$ cat src/rtl/pilp_pkg.sv
// Shared types and character constants for the prefixed integer literal parser.
package pilp_pkg;

    localparam int CHAR_W  = 8;
    localparam int OUT_W   = 32;
    localparam int COUNT_W = 8;
    localparam int POS_W   = 2;
    localparam int DIGIT_W = 4;

    localparam logic [CHAR_W-1:0]  CH_0       = 8'h30;
    localparam logic [CHAR_W-1:0]  CH_1       = 8'h31;
    localparam logic [CHAR_W-1:0]  CH_9       = 8'h39;
    localparam logic [CHAR_W-1:0]  CH_UP_A    = 8'h41;
    localparam logic [CHAR_W-1:0]  CH_UP_B    = 8'h42;
    localparam logic [CHAR_W-1:0]  CH_UP_F    = 8'h46;
    localparam logic [CHAR_W-1:0]  CH_UP_X    = 8'h58;
    localparam logic [CHAR_W-1:0]  CH_LO_A    = 8'h61;
    localparam logic [CHAR_W-1:0]  CH_LO_Z    = 8'h7a;
    localparam logic [CHAR_W-1:0]  CASE_DELTA = 8'h20;
    localparam logic [CHAR_W-1:0]  HEX_BIAS   = 8'd10;
    localparam logic [COUNT_W-1:0] COUNT_MAX  = 8'hff;

    // position of the next character in the literal
    localparam logic [POS_W-1:0] POS_FIRST  = 2'd0;
    localparam logic [POS_W-1:0] POS_SECOND = 2'd1;
    localparam logic [POS_W-1:0] POS_REST   = 2'd2;

    typedef enum logic [1:0] {
        RADIX_DEC = 2'd0,
        RADIX_HEX = 2'd1,
        RADIX_BIN = 2'd2
    } radix_t;

    typedef struct packed {
        logic [POS_W-1:0] position;
        logic             first_zero;
        radix_t           radix;
    } ctrl_t;

    localparam ctrl_t CTRL_RESET = '{position: POS_FIRST, first_zero: 1'b0, radix: RADIX_DEC};

endpackage

$ cat src/rtl/pilp_char_if.sv
// Character input channel: one character of a literal per item.
interface pilp_char_if;
    logic                        valid;
    logic                        ready;
    logic [pilp_pkg::CHAR_W-1:0] char_code;
    logic                        is_last;

    modport source (output valid, output char_code, output is_last, input ready);
    modport sink   (input valid, input char_code, input is_last, output ready);
endinterface

$ cat src/rtl/pilp_result_if.sv
// Result output channel: parsed value and invalid digit count per literal.
interface pilp_result_if;
    logic                         valid;
    logic                         ready;
    logic [pilp_pkg::OUT_W-1:0]   literal_value;
    logic [pilp_pkg::COUNT_W-1:0] bad_digit_count;

    modport source (output valid, output literal_value, output bad_digit_count, input ready);
    modport sink   (input valid, input literal_value, input bad_digit_count, output ready);
endinterface

$ cat src/rtl/pilp_fold.sv
// Per-character step: case folding, prefix detection, digit decode and accumulate.
module pilp_fold #(
    parameter int VALUE_WIDTH = 32
) (
    input  pilp_pkg::ctrl_t                 ctrl,
    input  logic [VALUE_WIDTH-1:0]          acc,
    input  logic [pilp_pkg::COUNT_W-1:0]    bad,
    input  logic [pilp_pkg::CHAR_W-1:0]     char_code,
    output pilp_pkg::ctrl_t                 ctrl_next,
    output logic [VALUE_WIDTH-1:0]          acc_next,
    output logic [pilp_pkg::COUNT_W-1:0]    bad_next
);

    logic [pilp_pkg::CHAR_W-1:0]  c;
    logic                         dec_ok;
    logic                         hex_letter;
    logic                         bin_ok;
    logic [pilp_pkg::DIGIT_W-1:0] dec_digit;
    logic [pilp_pkg::DIGIT_W-1:0] hex_digit;
    logic                         do_fold;
    pilp_pkg::radix_t             fold_radix;
    logic                         digit_ok;
    logic [VALUE_WIDTH-1:0]       folded;

    // upper-case fold, then digit classes
    always_comb
    begin
        c = char_code;
        if (char_code >= pilp_pkg::CH_LO_A && char_code <= pilp_pkg::CH_LO_Z)
        begin
            c = char_code - pilp_pkg::CASE_DELTA;
        end
        dec_ok     = (c >= pilp_pkg::CH_0) && (c <= pilp_pkg::CH_9);
        hex_letter = (c >= pilp_pkg::CH_UP_A) && (c <= pilp_pkg::CH_UP_F);
        bin_ok     = (c == pilp_pkg::CH_0) || (c == pilp_pkg::CH_1);
        dec_digit  = pilp_pkg::DIGIT_W'(c - pilp_pkg::CH_0);
        hex_digit  = dec_ok ? dec_digit
                            : pilp_pkg::DIGIT_W'(c - pilp_pkg::CH_UP_A + pilp_pkg::HEX_BIAS);
    end

    // prefix handling
    always_comb
    begin
        ctrl_next  = ctrl;
        do_fold    = 1'b1;
        fold_radix = ctrl.radix;
        unique case (ctrl.position)
            pilp_pkg::POS_FIRST:
            begin
                fold_radix           = pilp_pkg::RADIX_DEC;
                ctrl_next.radix      = pilp_pkg::RADIX_DEC;
                ctrl_next.first_zero = (c == pilp_pkg::CH_0);
                ctrl_next.position   = pilp_pkg::POS_SECOND;
            end
            pilp_pkg::POS_SECOND:
            begin
                ctrl_next.position = pilp_pkg::POS_REST;
                if (ctrl.first_zero && c == pilp_pkg::CH_UP_X)
                begin
                    ctrl_next.radix = pilp_pkg::RADIX_HEX;
                    do_fold         = 1'b0;
                end
                else if (ctrl.first_zero && c == pilp_pkg::CH_UP_B)
                begin
                    ctrl_next.radix = pilp_pkg::RADIX_BIN;
                    do_fold         = 1'b0;
                end
            end
            default:
            begin
                ctrl_next.position = pilp_pkg::POS_REST;
            end
        endcase
    end

    // digit fold; unused radix code folds as decimal
    always_comb
    begin
        unique case (fold_radix)
            pilp_pkg::RADIX_HEX:
            begin
                digit_ok = dec_ok || hex_letter;
                folded   = (acc << 4) | VALUE_WIDTH'(hex_digit);
            end
            pilp_pkg::RADIX_BIN:
            begin
                digit_ok = bin_ok;
                folded   = (acc << 1) | VALUE_WIDTH'(c[0]);
            end
            default:
            begin
                digit_ok = dec_ok;
                folded   = (acc << 3) + (acc << 1) + VALUE_WIDTH'(dec_digit);
            end
        endcase
    end

    always_comb
    begin
        acc_next = acc;
        bad_next = bad;
        if (do_fold)
        begin
            if (digit_ok)
            begin
                acc_next = folded;
            end
            else if (bad != pilp_pkg::COUNT_MAX)
            begin
                bad_next = bad + 1'b1;
            end
        end
    end

endmodule

$ cat src/rtl/prefixed_integer_literal_parser.sv
// Top level of the prefixed integer literal parser.
//
// Usage:
//   chars  : one ASCII character per item, first character first; is_last
//            marks the final character of a literal. Letters are folded to
//            upper case. "0X"/"0B" as the first two characters select hex or
//            binary; anything else is decimal.
//   result : one item per literal, sent for the item carrying is_last:
//            literal_value (low 32 bits, wrapped) and bad_digit_count
//            (skipped invalid digits, saturating at 255).
// Timing:
//   A character is held in the input register, then one pass through
//   the fold logic (a three-input add of shifted copies for decimal) updates
//   the accumulator; the result register is loaded on that same edge. A final
//   character thus passes the input register and then the result register.
//   Throughput is one character per cycle, but a final character waits while the result register is full.
// Reset clears the parse state and drops both valids. When the receiver
//   stalls, non-final characters keep flowing; a final character waits in
//   the input register until the result register frees up.
module prefixed_integer_literal_parser #(
    parameter int VALUE_WIDTH = 32
) (
    input  logic                  clk,
    input  logic                  rst_n,
    pilp_char_if.sink             chars,
    pilp_result_if.source         result
);

    // input stage
    logic                        in_valid_reg;
    logic [pilp_pkg::CHAR_W-1:0] char_reg;
    logic                        last_reg;

    // parse state
    pilp_pkg::ctrl_t              ctrl_reg;
    pilp_pkg::ctrl_t              ctrl_next;
    logic [VALUE_WIDTH-1:0]       acc_reg;
    logic [VALUE_WIDTH-1:0]       acc_next;
    logic [pilp_pkg::COUNT_W-1:0] bad_reg;
    logic [pilp_pkg::COUNT_W-1:0] bad_next;

    // result stage
    logic                         out_valid_reg;
    logic [pilp_pkg::OUT_W-1:0]   value_reg;
    logic [pilp_pkg::COUNT_W-1:0] count_reg;

    logic out_free;
    logic advance;
    logic take;

    assign out_free = !out_valid_reg || result.ready;
    // a non-final character never needs the result register
    assign advance  = in_valid_reg && (!last_reg || out_free);
    assign take     = chars.valid && chars.ready;

    assign chars.ready            = !in_valid_reg || advance;
    assign result.valid           = out_valid_reg;
    assign result.literal_value   = value_reg;
    assign result.bad_digit_count = count_reg;

    pilp_fold #(
        .VALUE_WIDTH (VALUE_WIDTH)
    ) u_fold (
        .ctrl      (ctrl_reg),
        .acc       (acc_reg),
        .bad       (bad_reg),
        .char_code (char_reg),
        .ctrl_next (ctrl_next),
        .acc_next  (acc_next),
        .bad_next  (bad_next)
    );

    always_ff @(posedge clk or negedge rst_n)
    begin
        if (!rst_n)
        begin
            in_valid_reg <= 1'b0;
        end
        else if (chars.ready)
        begin
            in_valid_reg <= chars.valid;
        end
    end

    always_ff @(posedge clk)
    begin
        if (take)
        begin
            char_reg <= chars.char_code;
            last_reg <= chars.is_last;
        end
    end

    // parse state: cleared after a literal ends
    always_ff @(posedge clk or negedge rst_n)
    begin
        if (!rst_n)
        begin
            ctrl_reg <= pilp_pkg::CTRL_RESET;
            acc_reg  <= '0;
            bad_reg  <= '0;
        end
        else if (advance)
        begin
            if (last_reg)
            begin
                ctrl_reg <= pilp_pkg::CTRL_RESET;
                acc_reg  <= '0;
                bad_reg  <= '0;
            end
            else
            begin
                ctrl_reg <= ctrl_next;
                acc_reg  <= acc_next;
                bad_reg  <= bad_next;
            end
        end
    end

    always_ff @(posedge clk or negedge rst_n)
    begin
        if (!rst_n)
        begin
            out_valid_reg <= 1'b0;
        end
        else if (advance && last_reg)
        begin
            out_valid_reg <= 1'b1;
        end
        else if (result.ready)
        begin
            out_valid_reg <= 1'b0;
        end
    end

    always_ff @(posedge clk)
    begin
        if (advance && last_reg)
        begin
            value_reg <= pilp_pkg::OUT_W'(acc_next);
            count_reg <= bad_next;
        end
    end

    // state is back at its reset value after a literal ends
    a_clear_after_last: assert property (@(posedge clk) disable iff (!rst_n)
        (advance && last_reg) |=>
            (ctrl_reg == pilp_pkg::CTRL_RESET && acc_reg == '0 && bad_reg == '0))
        else $error("parse state not cleared after final character");

    // a result appears only from a final character
    a_result_source: assert property (@(posedge clk) disable iff (!rst_n)
        $rose(out_valid_reg) |-> $past(advance && last_reg))
        else $error("result valid without a final character");

    // a final character never overwrites an untaken result
    a_no_overwrite: assert property (@(posedge clk) disable iff (!rst_n)
        (advance && last_reg) |-> out_free)
        else $error("result register overwritten");

    // invalid count only grows within a literal
    a_count_monotonic: assert property (@(posedge clk) disable iff (!rst_n)
        (advance && !last_reg) |=> (bad_reg >= $past(bad_reg)))
        else $error("invalid digit count decreased");

    // position never goes past the rest-of-literal code
    a_position_range: assert property (@(posedge clk) disable iff (!rst_n)
        ctrl_reg.position <= pilp_pkg::POS_REST)
        else $error("bad character position");

endmodule
$ cat src/flat_wrapper.sv
// flat-port wrapper written by rule: the top's interface ports become plain ports
module prefixed_integer_literal_parser_flat 
#(
    parameter int VALUE_WIDTH = 32
)
  (clk, rst_n, chars_valid, chars_char_code, chars_is_last, chars_ready, result_valid, result_literal_value, result_bad_digit_count, result_ready);
  pilp_char_if chars_i ();
  pilp_result_if result_i ();
  input  logic clk;
  input  logic rst_n;
  input wire logic [$bits(chars_i.valid)-1:0] chars_valid;
  input wire logic [$bits(chars_i.char_code)-1:0] chars_char_code;
  input wire logic [$bits(chars_i.is_last)-1:0] chars_is_last;
  output wire logic [$bits(chars_i.ready)-1:0] chars_ready;
  output wire logic [$bits(result_i.valid)-1:0] result_valid;
  output wire logic [$bits(result_i.literal_value)-1:0] result_literal_value;
  output wire logic [$bits(result_i.bad_digit_count)-1:0] result_bad_digit_count;
  input wire logic [$bits(result_i.ready)-1:0] result_ready;
  assign chars_i.valid = chars_valid;
  assign chars_i.char_code = chars_char_code;
  assign chars_i.is_last = chars_is_last;
  assign chars_ready = chars_i.ready;
  assign result_valid = result_i.valid;
  assign result_literal_value = result_i.literal_value;
  assign result_bad_digit_count = result_i.bad_digit_count;
  assign result_i.ready = result_ready;
  prefixed_integer_literal_parser #(.VALUE_WIDTH(VALUE_WIDTH)) u_core (.clk(clk), .rst_n(rst_n), .chars(chars_i), .result(result_i));
endmodule
$ cat config.mk
export PLATFORM = sky130hd
export DESIGN_NAME = prefixed_integer_literal_parser_flat
export DESIGN_NICKNAME = d
export VERILOG_FILES = /design/src/rtl/pilp_pkg.sv /design/src/rtl/pilp_char_if.sv /design/src/rtl/pilp_result_if.sv /design/src/rtl/pilp_fold.sv /design/src/rtl/prefixed_integer_literal_parser.sv /design/src/flat_wrapper.sv
export SDC_FILE = /design/constraint.sdc
export NUM_CORES = 1
export LEC_CHECK = 0
export BUFFER_PORTS_ARGS = -buffer_cell sky130_fd_sc_hd__buf_2
export CAP_MARGIN = 20
export CORE_MARGIN = 2
export CORE_UTILIZATION = 45
export CTS_CLUSTER_DIAMETER = 60
export DETAILED_ROUTE_END_ITERATION = 12
export GPL_TIMING_DRIVEN = 0
export SLEW_MARGIN = 15
export SYNTH_ARGS = -nofsm -noshare
export SYNTH_HDL_FRONTEND = slang
export SYNTH_SLANG_ARGS = --single-unit
export TNS_END_PERCENT = 20
$ cat constraint.sdc
create_clock -name clk -period 4.52 [get_ports clk]
set_input_delay 0.678 -clock clk [delete_from_list [all_inputs] [get_ports clk]]
set_output_delay 0.678 -clock clk [all_outputs]
set_load 0.01 [all_outputs]
; ---- Word level (Yosys, flattened, before mapping)
; Cells that the tools add are included.
[word_totals]
register_bits = 96
out_inout_bits = 42
elab_cells = 80
[op_classes]
addsub = 7
n_lt_le_gt_ge = 6
n_eq_ne = 9
muxes = 23
n_bitwise = 2
reduce_logical = 22
[op_table]
columns = operator, n
row1 = 32-bit 2-to-1 mux, 3
row2 = 32-bit case mux with 2 select lines, 1
row3 = 8-bit 2-to-1 mux, 5
row4 = 32-bit adder, 1
row5 = 32-bit by 4-bit adder with 32-bit output, 1
row6 = 32-bit by 1-bit OR with 32-bit output, 1
row7 = 32-bit by 4-bit OR with 32-bit output, 1
row8 = "8-bit by 6-bit == test with 1-bit output, second input constant", 2
row9 = "8-bit by 7-bit == test with 1-bit output, second input constant", 2
row10 = "8-bit by 7-bit greater-or-equal comparator with 1-bit output, second input constant", 2
row11 = "8-bit by 7-bit <= comparator with 1-bit output, second input constant", 2
row12 = "8-bit by 1-bit adder with 8-bit output, second input constant", 1
row13 = "8-bit by 6-bit greater-or-equal comparator with 1-bit output, second input constant", 1
row14 = "8-bit by 6-bit <= comparator with 1-bit output, second input constant", 1
row15 = 1-bit logical AND, 8
row16 = 2-bit 2-to-1 mux, 4
row17 = "8-bit != test, second input constant", 1
row18 = "4-bit by 1-bit subtractor with 4-bit output, second input constant", 2
row19 = "8-bit by 6-bit subtractor with 8-bit output, second input constant", 1
row20 = 1-bit 2-to-1 mux, 6
row21 = 1-bit logical OR, 5
row22 = 5-bit 2-to-1 mux, 1
row23 = "4-bit adder, second input constant", 1
row24 = "2-bit by 1-bit == test with 1-bit output, second input constant", 2
row25 = other kinds (11), 14

; ---- Depth between registers and ports, before layout
[depth]
ltp_word = 11
depth_mapped = 12
ltp_nobuf = 12

; ---- Modules after synthesis
; From an unflattened synthesis, not the netlist that was laid out.
[unflattened]
cells_unflattened = 752
hier_area_um2 = 7352.1
[modules_own_cells]
columns = mod, instances, cells_each, area_each_um2, seq_area_each_um2
row1 = prefixed_integer_literal_parser, 1, 314, 4107.7, 2647.5
row2 = pilp_fold, 1, 438, 3244.4, 0.0

; ---- Worst setup path after synthesis
; OpenSTA, ideal clock, no wires.
[synth_timing]
path_kind = reg-to-reg
startpoint = reg u_core.acc_reg[0]
endpoint = reg u_core.value_reg (netlist bit u_core.result.literal_value[30]) (data pin)
setup_time_ps = 269
arrival_ps = 2901
path_slack_ps = 1350
stages_incl_launch_ff = 12
n_path_buf = 0
synth_period_minus_slack_ps = 3170
path_cell_list = dfrtp_1 -> fa_1 -> inv_1 -> fa_1 -> nor2b_1 -> o21bai_1 -> a211o_1 -> a21boi_1 -> a2111oi_1 -> or3b_1 -> mux2i_1 -> o31ai_1
[synth_via]
elab_chain_cells = 5
[synth_rtl]
columns = item, line
row1 = from (decl), prefixed_integer_literal_parser.sv:37  ; logic [VALUE_WIDTH-1:0] acc_reg;
row2 = from (signal assigned), prefixed_integer_literal_parser.sv:114  ; acc_reg <= acc_next;
row3 = 32-bit adder, pilp_fold.sv:93  ; folded = (acc << 3) + (acc << 1) + VALUE_WIDTH'(dec_digit);
row4 = 32-bit by 4-bit adder with 32-bit output, pilp_fold.sv:93
row5 = 32-bit case mux with 2 select lines, pilp_fold.sv:79  ; unique case (fold_radix)
row6 = 32-bit 2-to-1 mux, pilp_fold.sv:104  ; if (digit_ok)
row7 = 32-bit 2-to-1 mux, pilp_fold.sv:102  ; if (do_fold)
row8 = net u_core.acc_next[30], prefixed_integer_literal_parser.sv:38  ; logic [VALUE_WIDTH-1:0] acc_next;
row9 = to (signal assigned), prefixed_integer_literal_parser.sv:140  ; value_reg <= pilp_pkg::OUT_W'(acc_next);
row10 = to (decl), prefixed_integer_literal_parser.sv:44  ; logic [pilp_pkg::OUT_W-1:0] value_reg;
; The timed path passes the listed nets, and every way through them passes these cells.
; A chain may end at the register's enable or synchronous reset.

; ---- Worst setup path after layout
[layout_timing]
startpoint = reg u_core.acc_reg[9]
endpoint = reg u_core.value_reg (netlist bit u_core.result.literal_value[30]) (data pin)
; Same word-level chain as after synthesis.

==> impl_metrics.py <==
metrics = {
    "status": {
        "status": "completed",
    },
    "cts": {
        "cts_max_level": 3,
        "clockRootBuffer": "clkbuf_16",
        "ctsHoldBuffers": 0,
        "cts_num_sinks": 96,
        "cts_tree": "done",
        "clkTransAtPathRegs_ns": 0.07,
        "cts_buffer_depth": 2,
        "clk_latency_ns": 0.35,
        "cts_resized": 0,
        "cts_setup_buffers": 0,
        "cts-buffers-inserted": 9,
    },
    "synthesis": {
        "synth.distinct_cells": 73,
        "ys_seq_area_share_pct": 39.4,
        "synth_edf_count": 49,
        "synth_area_leader_cell": "edfxtp_1",
        "async_flop_share_pct": 49.0,
        "synth_warnings": 0,
        "synth_seq_cells": 96,
        "syn_nets": 772,
        "synth_area_um2": 6730,
        "synth_ff_type": "edfxtp_1",
        "ys_top_cells_by_area": "edfxtp_1 22%, dfrtp_1 17%, ha_1 12%, a21oi_1 3.6%, nand2_1 3.5%",
        "yosys.area.top_type_share_pct": 21.9,
        "avgSynthCellArea_um2": 9.75,
        "synth_cells": 690,
    },
    "timing": {
        "timing.final.max_slew_violations": 0,
        "fmax_ghz": 0.248,
        "setup_tns_ns": 0,
        "finalHoldViolations": 0,
        "finClkSkew_ns": 0.00790,
        "fin_crit_sh_pct": 89.4,
        "post-route-min-period_ns": 4.04,
        "slew_headroom_pct": 53.4,
        "rsz0062_at_grt": "false",
        "finalSetupViolCount": 0,
        "whs_ns": 0.360,
        "tightest_slew_ns": 0.697,
    },
    "grt": {
        "grt_max_degree": 48,
        "grt_pass1_vias": 5533,
        "overflow": 0,
        "grt_first_pass_wirelength_mm": 30.1,
        "grtUsageTotal_pct": 24.0,
        "antenna_found_initial": 0,
    },
    "floorplanning": {
        "fp.dieW_um": 126,
        "num_rows": 44,
        "die_h_um": 126,
        "core_area_um2": 14600,
        "io_pins": 55,
        "initial_utilization_pct": 46.1,
        "dieArea_um2": 15900,
    },
    "critical_path": {
        "rrSetupSlack_ns": 0.48,
        "startpoint_type": "flop",
        "critPathRequiredTime_ns": 4.59,
        "worstPathArrival_ns": 4.10,
        "cp_max_fo": 7,
        "endpoint_kind": "flop",
        "critPathKind": "flop to flop",
    },
    "layout": {
        "fillCellCount": 1337,
        "layout_commonest_cell": "ha_1",
        "layout.cells.non_filler": 945,
        "drive_above_1_share_pct": 13.5,
        "synthToLayoutAreaGrowth_pct": 12.2,
        "antennaDiodeCount": 0,
        "final_nets": 838,
        "layout_common_cells": "67 x ha_1, 63 x nand2_1, 58 x buf_2",
    },
    "power": {
        "ir_drop_uv": 153,
        "p_leak_nw": 3.43,
        "p_per_area_nw_per_um2": 272,
    },
    "routing": {
        "drc": 0,
        "wl_mm": 18.8,
        "drt.antenna.violating_nets": 0,
        "drt-initial-drc-count": 467,
        "wire_per_inst_um": 19.9,
        "via_count": 5760,
        "dr.pass1.iters": 5,
        "vias_per_cell": 6.10,
    },
    "placement": {
        "placedCellCount": 929,
        "dp_hpwl_mm": 13.6,
        "place_congestion": 0.910,
        "io_buffers": 54,
    },
    "hold_path": {
        "hp-class": "primary input to asynchronous set/reset pin",
    },
    "flow_run": {
        "cap_violations": 0,
    },
}
routing by layer:
metal	wire, µm	global-route usage, %	vias to the layer above
li1	-	-	2763
met1	9120	35.7	2817
met2	8360	36.2	149
met3	947	2.93	31
met4	417	8.21	0
met5	0	0	-
power breakdown:
group          switching (mW)  total (mW)  internal [mW]
combinational           0.152       0.244         0.0922
clock                   0.364       0.800          0.436
sequential             0.0403        1.01          0.966
worst max-delay path, cell delays in order, from the launching register on:
cell and delay (ns):
dfrtp_1 0.48, ha_1 0.34, ha_1 0.38, a21oi_1 0.25, a21boi_0 0.16, o31ai_1 0.62
a21boi_1 0.16, a2111oi_1 0.65, or3b_1 0.27, mux2i_1 0.29, o31ai_1 0.15
metrics by stage:
step / util, % / instance area (µm²) / setup WS (ns) / power, mW
after floorplan: - / 6730 / 1.35 / 1.18
after global placement: 49.5 / 7230 / 0.691 / 1.26
after detailed placement: 49.7 / 7250 / 0.705 / 1.27
after CTS: 51.7 / 7550 / 0.587 / 2.06
after global routing: 51.7 / 7550 / 0.296 / 2.14
final: 51.7 / 7550 / 0.481 / 2.05
synth_stat cells (all sizes together) (3+ instances only):
master  number
a211o        4
a211oi       9
a21boi       4
a21o        22
a21oi       48
a221oi      13
a22o        19
a22oi       19
a31o         4
a31oi       12
and2         5
buf          9
clkbuf      28
dfrtp       47
edfxtp      49
ha          67
inv         17
mux2        13
nand2       63
nand2b       5
nand3       13
nand4        8
nor2        47
nor2b        5
nor3        10
o211ai       4
o21a         5
o21ai       48
o21bai       5
o31ai        8
or3          7
or4          3
xnor2       18
xor2        12
area by class of cell:
cell class | instances | area [µm²] | share of cell area [%]
Buffer | 37 | 155 | 2.06
Inverter | 17 | 63.8 | 0.845
Sequential cell | 96 | 2650 | 35.1
Clock inverter | 5 | 66.3 | 0.878
Timing Repair Buffer | 55 | 293 | 3.88
Tap cell | 184 | 230 | 3.05
Clock buffer | 11 | 233 | 3.08
Multi-Input combinational cell | 540 | 3860 | 51.1
worst paths after layout:
check,depth (start not counted),startpoint,endpoint
setup / recovery,10,u_core.acc_reg[9],u_core.result.literal_value[30]
setup reg to reg,10,u_core.acc_reg[9],u_core.result.literal_value[30]
hold / removal,1,rst_n,u_core.acc_reg[14]
hold reg to reg,2,u_core.acc_reg[31],u_core.acc_reg[31]
max in group asynchronous,1,rst_n,u_core.acc_reg[29]
min in group clk,1,chars_char_code[6],u_core.char_reg[6]
cells by family (layout without fill, tap and decap cells):
kind of cell / Yosys count / in the layout / synth area share, %
compound gates: 245 / 245 / 25.0
xor+xnor: 30 / 30 / 3.91
fa+ha+maj: 69 / 69 / 13.1
buf+inv: 54 / 125 / 3.25
flops: 96 / 96 / 39.4
mux: 15 / 15 / 2.47
simple gates: 181 / 181 / 13.0
Power figures use the tool's default switching activity.
